==> config.mk <==
export PLATFORM = sky130hd
export DESIGN_NAME = grbd_nbr
export DESIGN_NICKNAME = d
export VERILOG_FILES = /design/src/sv/grbd_pkg.sv /design/src/sv/grbd_nbr.sv
export SDC_FILE = /design/constraint.sdc
export NUM_CORES = 1
export LEC_CHECK = 0
export BUFFER_PORTS_ARGS = -buffer_cell sky130_fd_sc_hd__buf_2
export CAP_MARGIN = 15
export CORE_AREA = 2 2 58 60
export DETAILED_ROUTE_END_ITERATION = 6
export DIE_AREA = 0 0 60 62
export MAX_ROUTING_LAYER = met4
export SLEW_MARGIN = 25
export SYNTH_ARGS = -nofsm -noshare
export SYNTH_HDL_FRONTEND = slang
export SYNTH_SLANG_ARGS = --single-unit
==> constraint.sdc <==
create_clock -name vclk -period 1.9
set_clock_uncertainty 0.05 [all_clocks]
set_input_delay 0.38 -clock vclk [all_inputs]
set_output_delay 0.38 -clock vclk [all_outputs]
set_load 0.02 [all_outputs]
==> src/sv/grbd_pkg.sv <==
// ----------------------------------------------------------------------------
// grbd_pkg
// Shared codes and beat widths for the grayscale reconstruction block.
// ----------------------------------------------------------------------------
package grbd_pkg;

  localparam int IN_BITS  = 40;
  localparam int OUT_BITS = 16;

  typedef enum logic [1:0] {
    CMD_LOAD = 2'd0,
    CMD_RUN  = 2'd1,
    CMD_READ = 2'd2
  } cmd_t;

  typedef enum logic [1:0] {
    CFG_WIDTH  = 2'd0,
    CFG_HEIGHT = 2'd1,
    CFG_CONN   = 2'd2
  } cfg_idx_t;

  typedef enum logic [1:0] {
    PH_FWD  = 2'd0,
    PH_BWD  = 2'd1,
    PH_PROP = 2'd2
  } phase_t;

  // Neighbor directions, in the order propagation visits them.
  typedef enum logic [2:0] {
    DIR_N  = 3'd0,
    DIR_S  = 3'd1,
    DIR_W  = 3'd2,
    DIR_E  = 3'd3,
    DIR_NW = 3'd4,
    DIR_NE = 3'd5,
    DIR_SW = 3'd6,
    DIR_SE = 3'd7
  } dir_t;

endpackage

==> src/sv/grbd_nbr.sv <==
// ----------------------------------------------------------------------------
// grbd_nbr
// Neighbor position and eligibility for one direction in the current phase.
// ----------------------------------------------------------------------------
module grbd_nbr #(
  parameter int XW = 8,
  parameter int YW = 8
) (
  input  logic [XW-1:0]      x,
  input  logic [YW-1:0]      y,
  input  logic [XW-1:0]      mx,
  input  logic [YW-1:0]      my,
  input  logic               c8,
  input  grbd_pkg::phase_t   phase,
  input  grbd_pkg::dir_t     dir,
  output logic               used,
  output logic [XW-1:0]      qx,
  output logic [YW-1:0]      qy
);

  logic xm, xp, ym, yp, diag, in_set;

  always_comb begin
    xm = 1'b0;
    xp = 1'b0;
    ym = 1'b0;
    yp = 1'b0;
    case (dir)
      grbd_pkg::DIR_N:  ym = 1'b1;
      grbd_pkg::DIR_S:  yp = 1'b1;
      grbd_pkg::DIR_W:  xm = 1'b1;
      grbd_pkg::DIR_E:  xp = 1'b1;
      grbd_pkg::DIR_NW: begin xm = 1'b1; ym = 1'b1; end
      grbd_pkg::DIR_NE: begin xp = 1'b1; ym = 1'b1; end
      grbd_pkg::DIR_SW: begin xm = 1'b1; yp = 1'b1; end
      grbd_pkg::DIR_SE: begin xp = 1'b1; yp = 1'b1; end
      default: ;
    endcase
    diag = (xm | xp) & (ym | yp);
    // Forward scan looks at visited pixels above and left, backward below and right.
    case (phase)
      grbd_pkg::PH_FWD:  in_set = ym | (xm & ~yp);
      grbd_pkg::PH_BWD:  in_set = yp | (xp & ~ym);
      default:           in_set = 1'b1;
    endcase
    used = in_set & (~diag | c8)
         & (~xm | (x != '0)) & (~xp | (x != mx))
         & (~ym | (y != '0)) & (~yp | (y != my));
    qx = xm ? x - XW'(1) : (xp ? x + XW'(1) : x);
    qy = ym ? y - YW'(1) : (yp ? y + YW'(1) : y);
  end

endmodule

==> results of run 1 <==
## cell families after synthesis
kind of cell,synth area share
adders and majority gates,0.0846
buffers and inverters,0.0776
and+or+nand+nor,0.346
xor gates and xnor gates,0.326
AOI/OAI and AO/OA,0.144
muxes,0.0226
## metal layers
metal	GRT usage	up-vias	wire length, µm
li1	-	607	-
met1	0.200	571	1330
met2	0.352	58	2000
met3	0.0145	2	214
met4	0.0349	0	17
met5	-	-	0
## Yosys cell counts (2+ instances only)
master / n / area, µm²
or4b_1: 2 / 20.0
a21oi_1: 6 / 30.0
nand4_1: 4 / 25.0
xor2_1: 14 / 123
a22oi_1: 2 / 15.0
nor3_1: 4 / 20.0
nand2b_1: 3 / 18.8
mux2i_1: 2 / 20.0
o21ai_0: 2 / 10.0
buf_2: 6 / 30.0
nor2_1: 7 / 26.3
ha_1: 6 / 75.1
xnor2_1: 19 / 166
nor4_1: 5 / 31.3
nand2_1: 10 / 37.5
or3_1: 3 / 18.8
inv_1: 4 / 15.0
o21ai_1: 2 / 10.0
nand3_1: 3 / 15.0
## repair_timing
action | CTS | global route
cloned | 0 | 0
endpoints found under the setup margin | 14 | 14
buffers inserted | 5 | 2
hold endpoints to repair | 0 | 0
pin swaps | 12 | 21
gates resized for setup | 43 | 54
## metrics by stage
stage | TNS, ps | hold slack, ps
6_report | -850 | 1060
5_1_grt | -1390 | 1090
4_1_cts | -1290 | 1080
3_5_place_dp | -2370 | 1060
3_3_place_gp | -2110 | 1050
2_1_floorplan | -144 | 797
## final cells by class
class	instances	area, µm²
Tap cell	46	57.6
Multi-Input combinational cell	110	1180
Fill cell	289	1210
Inverter	4	15.0
Timing Repair Buffer	94	707
## power breakdown
group	internal, W	total, W	leakage, nW	switching (W)
registers	0	0	0	0
logic	0.000231	0.000457	0.840	0.000225
clock network	0	0	0	0
total	0.000231	0.000457	0.840	0.000225
## worst min-delay path: stages
cell	delay, ps
buf_8	120
o21ai_1	80
buf_4	150
## path summary, 6_finish.rpt
check	start	end	slack, ps	cells after the start
worst max-delay path	x[1]	qx[6]	-170	8
worst min-delay path	dir[2]	qy[1]	1060	3
==> summary by stage, run 1 <==
Outcome
The run finished, with violations left. The checks that failed: negative setup slack.

Finish
Clock buffers in the final layout number 0. Summing all non-filler instances in the final layout gives an area of 1960 µm². Leaving out fill and tap cells, the most frequent cell in the layout is buf_4. In the layout the commonest cells are buf_4, buf_2, xnor2_1. The area growth from synthesis to layout is 121%. The final standard cell utilization of the core is 0.618.

In the finished design the tool counted flip-flops and latches totalling 0. The repair_antennas step left the layout with diodes totalling 0. The total area of sequential cells is 0 µm². The share of cells above drive strength 1 is 0.716. The net count of the finished layout is 254. The number of standard cells in the layout, taps in and fillers out is 254.

Synthesis
The synthesized netlist net count is 167. Averaged over all synthesized cells, the footprint is 7.21 µm². The fraction of the yosys area taken by sequential cells is 0.

The gate count of the mapped netlist is 123. The synthesized cell area is 887 µm². The total number of yosys warnings is 0. After synthesis, the netlist uses 38 different library cells.

STA
In this run the tightest slew margin relative to its limit is 0.788. The final-report max-slew violation count is 0. The shortest period the worst path allows is 2070 ps. Static timing analysis puts the maximum clock frequency at 0.484 GHz. Setup repair after global routing could not meet its margin everywhere.

Setup slack on the critical path of the routed design comes to -167 ps. For the pin with the worst max-slew slack, the measured transition is 316 ps. The share of the clock period used by the worst path after layout is 1.09.

Setup violations remaining at the end of the flow were counted as 10. The number of hold violations in the final report is 0.

Placed design
At the end of routability-driven placement, the weighted congestion stood at around 0.9. Buffers placed on the I/O ports in this run total 55. The total placed cells including tap cells is 247. The sum of net half-perimeters after detailed placement is 2560 µm. After detailed placement, the total cell area comes to 1520 µm². Timing analysis after detailed placement gives a worst setup slack of -366 ps.

Route
The final routed wirelength across all metal layers is 3560 µm. The first TritonRoute pass finished after 4 iterations. After detailed routing, the number of vias per cell comes to slightly below 5. The first-iteration detailed-routing DRC count is 35. The via total after detailed routing is 1238.

After detailed routing, the number of remaining DRC violations is 0. Once detail routing completed, the nets flagged for antenna violations numbered 0. The wire length per cell is 14.0 µm.

Global routing
The largest net degree at the start of global routing is 11. Across every metal layer, demand over resource in global routing totals 0.181. The number of antenna violations at the first check in global routing is 0. The first global-routing pass estimated 5090 µm of wire. The total overflow reported by the global router is 0. The number of global-route vias before repair is 1194.

Pwr
The largest vdd supply drop is roughly 0.00012 V. The power density over the cells is 232 nW/µm². The reported leakage power is 0.840 nW. The design draws 0.000457 W.

Floorplan
The number of core rows is 21. The effective utilization at floorplan is 0.279. The core region is 3180 µm². The chip height is 62 µm. The die outline width is 60 µm. The die footprint is around 3700 µm². In this run the count of I/O pins placed on the die edge is 55.

Setup path
The largest stage delay on the critical path is 500 ps. The most repeated library cell on the critical path is buf_6. The critical path required time is 1470 ps.

Counting both buffers and inverters, the worst setup path holds a total of 3. The cell with the largest stage delay on the worst path is or4b_4. The worst setup path is launched from an input port.

By startpoint and endpoint, the worst setup path is classified as in2out. The dominant delay contributor by cell family on the critical path is simple AND/OR/NAND/NOR gates. The critical path data arrival time is ~1600 ps. In this run the worst path has a maximum fanout of 4. The category of the worst setup path capture point is an output pin. Walking the worst path, the cells encountered are buf_6 -> buf_6 -> ha_4 -> nand2_2 -> or4b_4 -> o21ai_4 -> xor2_2 -> buf_6.

Min path
The type of the tightest min-delay check is in2out.

Run
The reported max-cap violation count is 0.

Clock tree
After clock tree synthesis, the flow added hold-fix buffers numbering 0.
No activity file was read; power rests on OpenSTA's default activity.
==> inputs of run 2 (changes only) <==
--- a/config.mk
+++ b/config.mk
@@ -11,6 +11,7 @@
 export DETAILED_ROUTE_END_ITERATION = 6
 export DIE_AREA = 0 0 60 62
 export MAX_ROUTING_LAYER = met4
+export RECOVER_POWER = 25
 export SLEW_MARGIN = 25
 export SYNTH_ARGS = -nofsm -noshare
 export SYNTH_HDL_FRONTEND = slang
==> run 2 against run 1 <==
Against the previous run: the run still ends with negative setup slack left; combinational power about the same; die area unchanged; design area about the same; maximum frequency about the same; sequential share of layout area unchanged; count of clock-buffer cells in the layout unchanged; critical path depth unchanged; first-iteration DRC count unchanged; routed wire length about the same; largest cell class unchanged.
==> summary by stage, run 2 (synthesis gave the netlist of run 1 again) <==
Finish
The library cell used most frequently in the layout, excluding fill and tap cells, is buf_4. Registers take 0 µm². Measured on the finished design, the core utilization comes to 0.617. After the last flow step, the layout net total stands at 254. The share of cells above drive strength 1 is 0.712.

The area growth from synthesis to layout is 121%. The clock buffer instance count of the final layout is 0. In the layout the commonest cells are buf_4, buf_2, xnor2_1. There are 0 flip-flops and latches. The number of standard cells in the layout, taps in and fillers out is 254. The number of inserted diodes is 0.

Floorplan
The die outline width is 60 µm. The die covers 3720 µm². The number of core rows is 21. The initial utilization of the core area, before any placement, comes to 0.279.

The I/O pin count is 55. In this run the standard cell core region covers 3180 µm². From bottom edge to top edge, the die measures roughly 62 µm.

Route
In the routed layout, each cell is associated on average with a via count of around 5. The remaining antenna violation count after routing is 0. The final routed wirelength across all metal layers is 3560 µm.

The first-pass iteration count of the detailed router is 4. The wire length per cell is around 14 µm. The via total after detailed routing is around 1200. After the first detailed-routing iteration, the DRC count stood at 35. For this run, design rule violations remaining after detail routing come to 0.

Global routing
The first global-routing pass estimated 5090 µm of wire. After global routing the overflow that remains totals 0. The number of antenna violations at the first check in global routing was 0. The met1 global-route usage is 0.200. The met3 track utilization from global routing is 0.0145. The number of global-route vias before repair is 1194.

The highest-utilization routing layer at the global route stage is met2. The global-route total usage across every layer is 0.181. For this run, global-route usage on met2 was measured as 0.352. The largest net degree at the start of global routing is 11.

STA
Setup violations remaining at the end of the flow were counted as 10. The final-report max-slew violation count was 0. The share of the clock period used by the worst path after layout is 1.09. The number of hold violations in the final report is 0.

The max-slew headroom at the worst pin is 0.788. The shortest period the worst path allows is 2070 ps. Setup repair after global routing could not meet its margin everywhere. For the pin with the worst max-slew slack, the measured transition is 316 ps. The timing-limited maximum frequency is 0.484 GHz. The post-route worst setup slack is -167 ps.

Pwr
The largest vdd supply drop is 0.000121 V. Of the total power, the clock network draws 0. Of the total power, the share spent switching nets is 0.494. In this run the power spent charging and discharging nets is around 0.00023 W. In this run the static leakage power is 0.838 nW. The internal power is 0.000231 W. The share of total power dissipated in combinational logic is 1.000. The share of total power dissipated in sequential elements is 0.

Dividing total power by cell area gives a power density of about 230 nW/µm².

Setup path
The category of the most critical setup path is in2out. The critical path required time is ~1500 ps. The critical path data arrival time is 1640 ps. Walking the worst path, the cells encountered are buf_6 -> buf_6 -> ha_4 -> nand2_2 -> or4b_4 -> o21ai_4 -> xor2_2 -> buf_6. The largest individual stage delay along the critical path comes from the cell or4b_4. The category of the worst setup path capture point is an output pin. The worst setup path is launched from an input port. The largest stage delay on the critical path is approximately 500 ps. In this run the worst path has a maximum fanout of 4. The cell that appears most often on the critical path is buf_6.

Min path
In this run the worst hold path is classified as in2out.

Placed design
The final weighted congestion in routability-driven placement is 0.878. After legalization and detailed placement, the total HPWL measured ~2600 µm. In this run, placement finished with an instance count of 247. The count of buffers added on input and output ports is 55.

Run
The reported max-cap violation count is 0.

Outcome
The run finished, with violations left. The final reports fail on negative setup slack.
==> run 2: cell count changes in the layout (fill, tap and decap cells not counted), sizes merged <==
cell and delta:
buf -1, clkbuf +1
==> run 2: final timing paths <==
check / slack, ps / cells past startpoint / to / start
max: -170 / 8 / qx[6] / x[1]
min: 1060 / 3 / qy[1] / dir[2]
==> run 2: area by class of cell <==
cell class / instances / area (µm²)
fill: 290 / 1220
multi-input combinational: 110 / 1180
timing repair buffer: 94 / 706
tap: 46 / 57.6
inverter: 4 / 15.0
==> run 2: critical path: cells and delay by family <==
| kind | cells | cell delay, ps |
|---|---|---|
| and+or+nand+nor | 2 | 550 |
| buffers and inverters | 3 | 330 |
| xor gates and xnor gates | 1 | 150 |
| adders and majority gates | 1 | 140 |
| AOI/OAI and AO/OA | 1 | 90 |
==> run 2: power groups by stage <==
stage,Combinational (W),Sequential [W],Clock [W]
3_5_place_dp,0.000354,0,0
3_3_place_gp,0.000348,0,0
6_report,0.000456,0,0
4_1_cts,0.000405,0,0
5_1_grt,0.000489,0,0
2_1_floorplan,0.000204,0,0
==> run 2: metal layers <==
metal  wire length, µm  up-vias
met5                 0        -
met4                17        0
met3               214        2
met2              2000       58
met1              1330      571
li1                  -      607
==> run 2: metrics by stage <==
stage	total power [W]	hold slack [ps]	instance area [µm²]	worst slack [ps]	setup TNS (ps)
global route	0.000489	1090	1960	-212	-1390
floorplan	0.000204	797	1030	-56.9	-144
finish	0.000456	1060	1960	-167	-850
CTS	0.000405	1080	1740	-176	-1290
global placement	0.000348	1050	1520	-364	-2110
detailed placement	0.000354	1060	1520	-366	-2370
==> run 2: repair_timing <==
item,CTS,global route
hold buffers,0,0
setup buffers,5,2
gates resized for setup,43,54
cloned,0,0
pin swaps,12,21
setup endpoints to repair,14,14
==> inputs of run 3 (changes only) <==
--- a/config.mk
+++ b/config.mk
@@ -7,10 +7,11 @@
 export LEC_CHECK = 0
 export BUFFER_PORTS_ARGS = -buffer_cell sky130_fd_sc_hd__buf_2
 export CAP_MARGIN = 15
-export CORE_AREA = 2 2 58 60
+export CORE_AREA = 2 2 47 49
 export DETAILED_ROUTE_END_ITERATION = 6
-export DIE_AREA = 0 0 60 62
+export DIE_AREA = 0 0 49 51
 export MAX_ROUTING_LAYER = met4
+export PLACE_DENSITY = 0.8
 export RECOVER_POWER = 25
 export SLEW_MARGIN = 25
 export SYNTH_ARGS = -nofsm -noshare
==> run 3 against run 2 <==
Against the previous run: the flow still finishes with violations (negative setup slack); routed wire length increased by 48%; setup slack worse by 30 ps; first-iteration DRC count is 74% higher; design area down 1.7%; die area down 33%; flip-flop and latch count unchanged; maximum frequency is 1.4% lower; cell count shrank 5.9%; global-route usage rose by 17 points.
==> summary by stage, run 3 (synthesis gave the netlist of run 1 again) <==
Outcome
The run finished, with violations left. The final reports fail on negative setup slack.

Finish
Measured on the finished design, the core utilization comes to 0.935. The net count reported at finish is 257. The number of flip-flops and latches is 0. Registers take 0 µm². The repair_antennas step left the layout with diodes totalling 0.

After filler insertion, the fill cell instance count of the layout stands at 66. The share of cells above drive strength 1 is 0.711. In the layout the commonest cells are buf_4, buf_2, xnor2_1. The area of the multi-input gates is 1160 µm².

The number of standard cells in the layout, taps in and fillers out is 239. The area growth from synthesis to layout is 117%. The most common cell after layout, fill and taps aside is buf_4. The post-route cell area is 1930 µm². In the finished layout, the clock tree contains a buffer count of 0.

STA
In the post-route analysis, the smallest setup slack over all paths is -197 ps. The share of the clock period used by the worst path after layout is 1.10. The count of endpoints failing setup in the final report is 11. The tightest hold path in the finished design has a slack of between 1000 and 1500 ps. The transition time of the tightest slew-check pin is 308 ps. The timing-limited maximum frequency is 0.477 GHz. The number of hold violations in the final report is 0. The final-report max-slew violation count came to 0. The shortest period the worst path allows is 2100 ps.

Setup repair after global routing could not meet its margin everywhere. The max-slew headroom at the worst pin is 0.794.

Setup path
The start point of the critical path is x[1]. The category of the worst setup path capture point is an output pin. The category of the worst setup path launch point is an input port. The worst setup path is of the in2out kind. Data arrives at the worst endpoint at approximately 1700 ps. For the worst setup path, the data required time is 1470 ps. The largest driver fanout on the critical path is 4.

Placed design
The placement-stage worst setup slack is -421 ps. The total placed cells including tap cells is 230. Buffers placed on the I/O ports in this run total 55. The sum of net half-perimeters after detailed placement is 2710 µm. Once placement finished, the instance area stood at 1510 µm². The final weighted congestion in routability-driven placement is 0.905.

Route
The via count normalized by instance count is 5.97. For this run, the detailed router's first-pass iteration total came to 4. The first routing iteration left 61 violations. The remaining antenna violation count after routing is 0. The final routed wirelength across all metal layers is approximately 5200 µm.

The detailed router placed 1426 vias in this run. The final routed DRC violation total is 0. After detailed routing, the average wire length per cell comes to around 22 µm.

Floorplan
The I/O pin count is 55. The number of core rows is 17. The chip height is 51 µm.

The initial utilization of the core area, before any placement, comes to 0.430. The floorplan step set the die width to 49 µm. After floorplanning, the core was sized to cover 2060 µm². The die footprint is around 2500 µm².

Run
The reported max-cap violation count is 0.

Global routing
The first global-routing pass estimated 6620 µm of wire. The total overflow reported by the global router is 0. The global-route total usage across every layer is 0.348. The largest net degree at the start of global routing is 9. The number of global-route vias before repair is 1412. The number of antenna violations at the first check in global routing is 0.

Min path
In this run the worst hold path is classified as in2out. The launch point of the worst hold path is y[7].

Clock tree
After clock tree synthesis, the flow added hold-fix buffers numbering 0.

Pwr
The worst-case IR drop observed on VDD is about 0.00021 V. The analysis attributes to cell leakage a power of 0.844 nW. The power density over the cells is 252 nW/µm².
[run 3: power breakdown]
| part | switching, W | internal [W] | total (W) |
|---|---|---|---|
| clock network | 0 | 0 | 0 |
| logic | 0.000254 | 0.000232 | 0.000486 |
| registers | 0 | 0 | 0 |
[run 3: area by class of cell]
type,count,share of cell area
Multi-Input combinational cell,110,0.599
Inverter,4,0.00778
Tap cell,28,0.0182
Timing Repair Buffer,97,0.375
[run 3: path summary, 6_finish.rpt]
check             endpoint  slack (ps)  cells past startpoint
setup / recovery     qx[6]        -200                      8
hold / removal       qy[7]        1120                      3
[run 3: metal layers]
layer	global-route usage	up-vias	share of wire	routed length, µm
li1	-	615	-	-
met1	0.366	687	0.37	1960
met2	0.689	96	0.51	2660
met3	0.0292	28	0.077	406
met4	0.105	0	0.043	227
met5	-	-	0	0
[run 3: what timing repair did]
action	4_1_cts	5_1_grt
endpoints found under the setup margin	14	14
resized for setup	53	30
pin swaps	16	17
setup buffers	5	5
[run 3: critical path, cell delays in order]
cell,delay (ps)
buf_8,80
buf_6,120
ha_4,140
nand2_2,50
or4b_4,510
o21ai_4,100
xor2_2,160
buf_6,130
[run 3: metrics by stage]
stage	setup TNS, ps	power (W)
2_1_floorplan	-144	0.000204
3_3_place_gp	-1710	0.000345
3_5_place_dp	-2260	0.000359
4_1_cts	-869	0.000420
5_1_grt	-1690	0.000506
6_report	-1340	0.000486
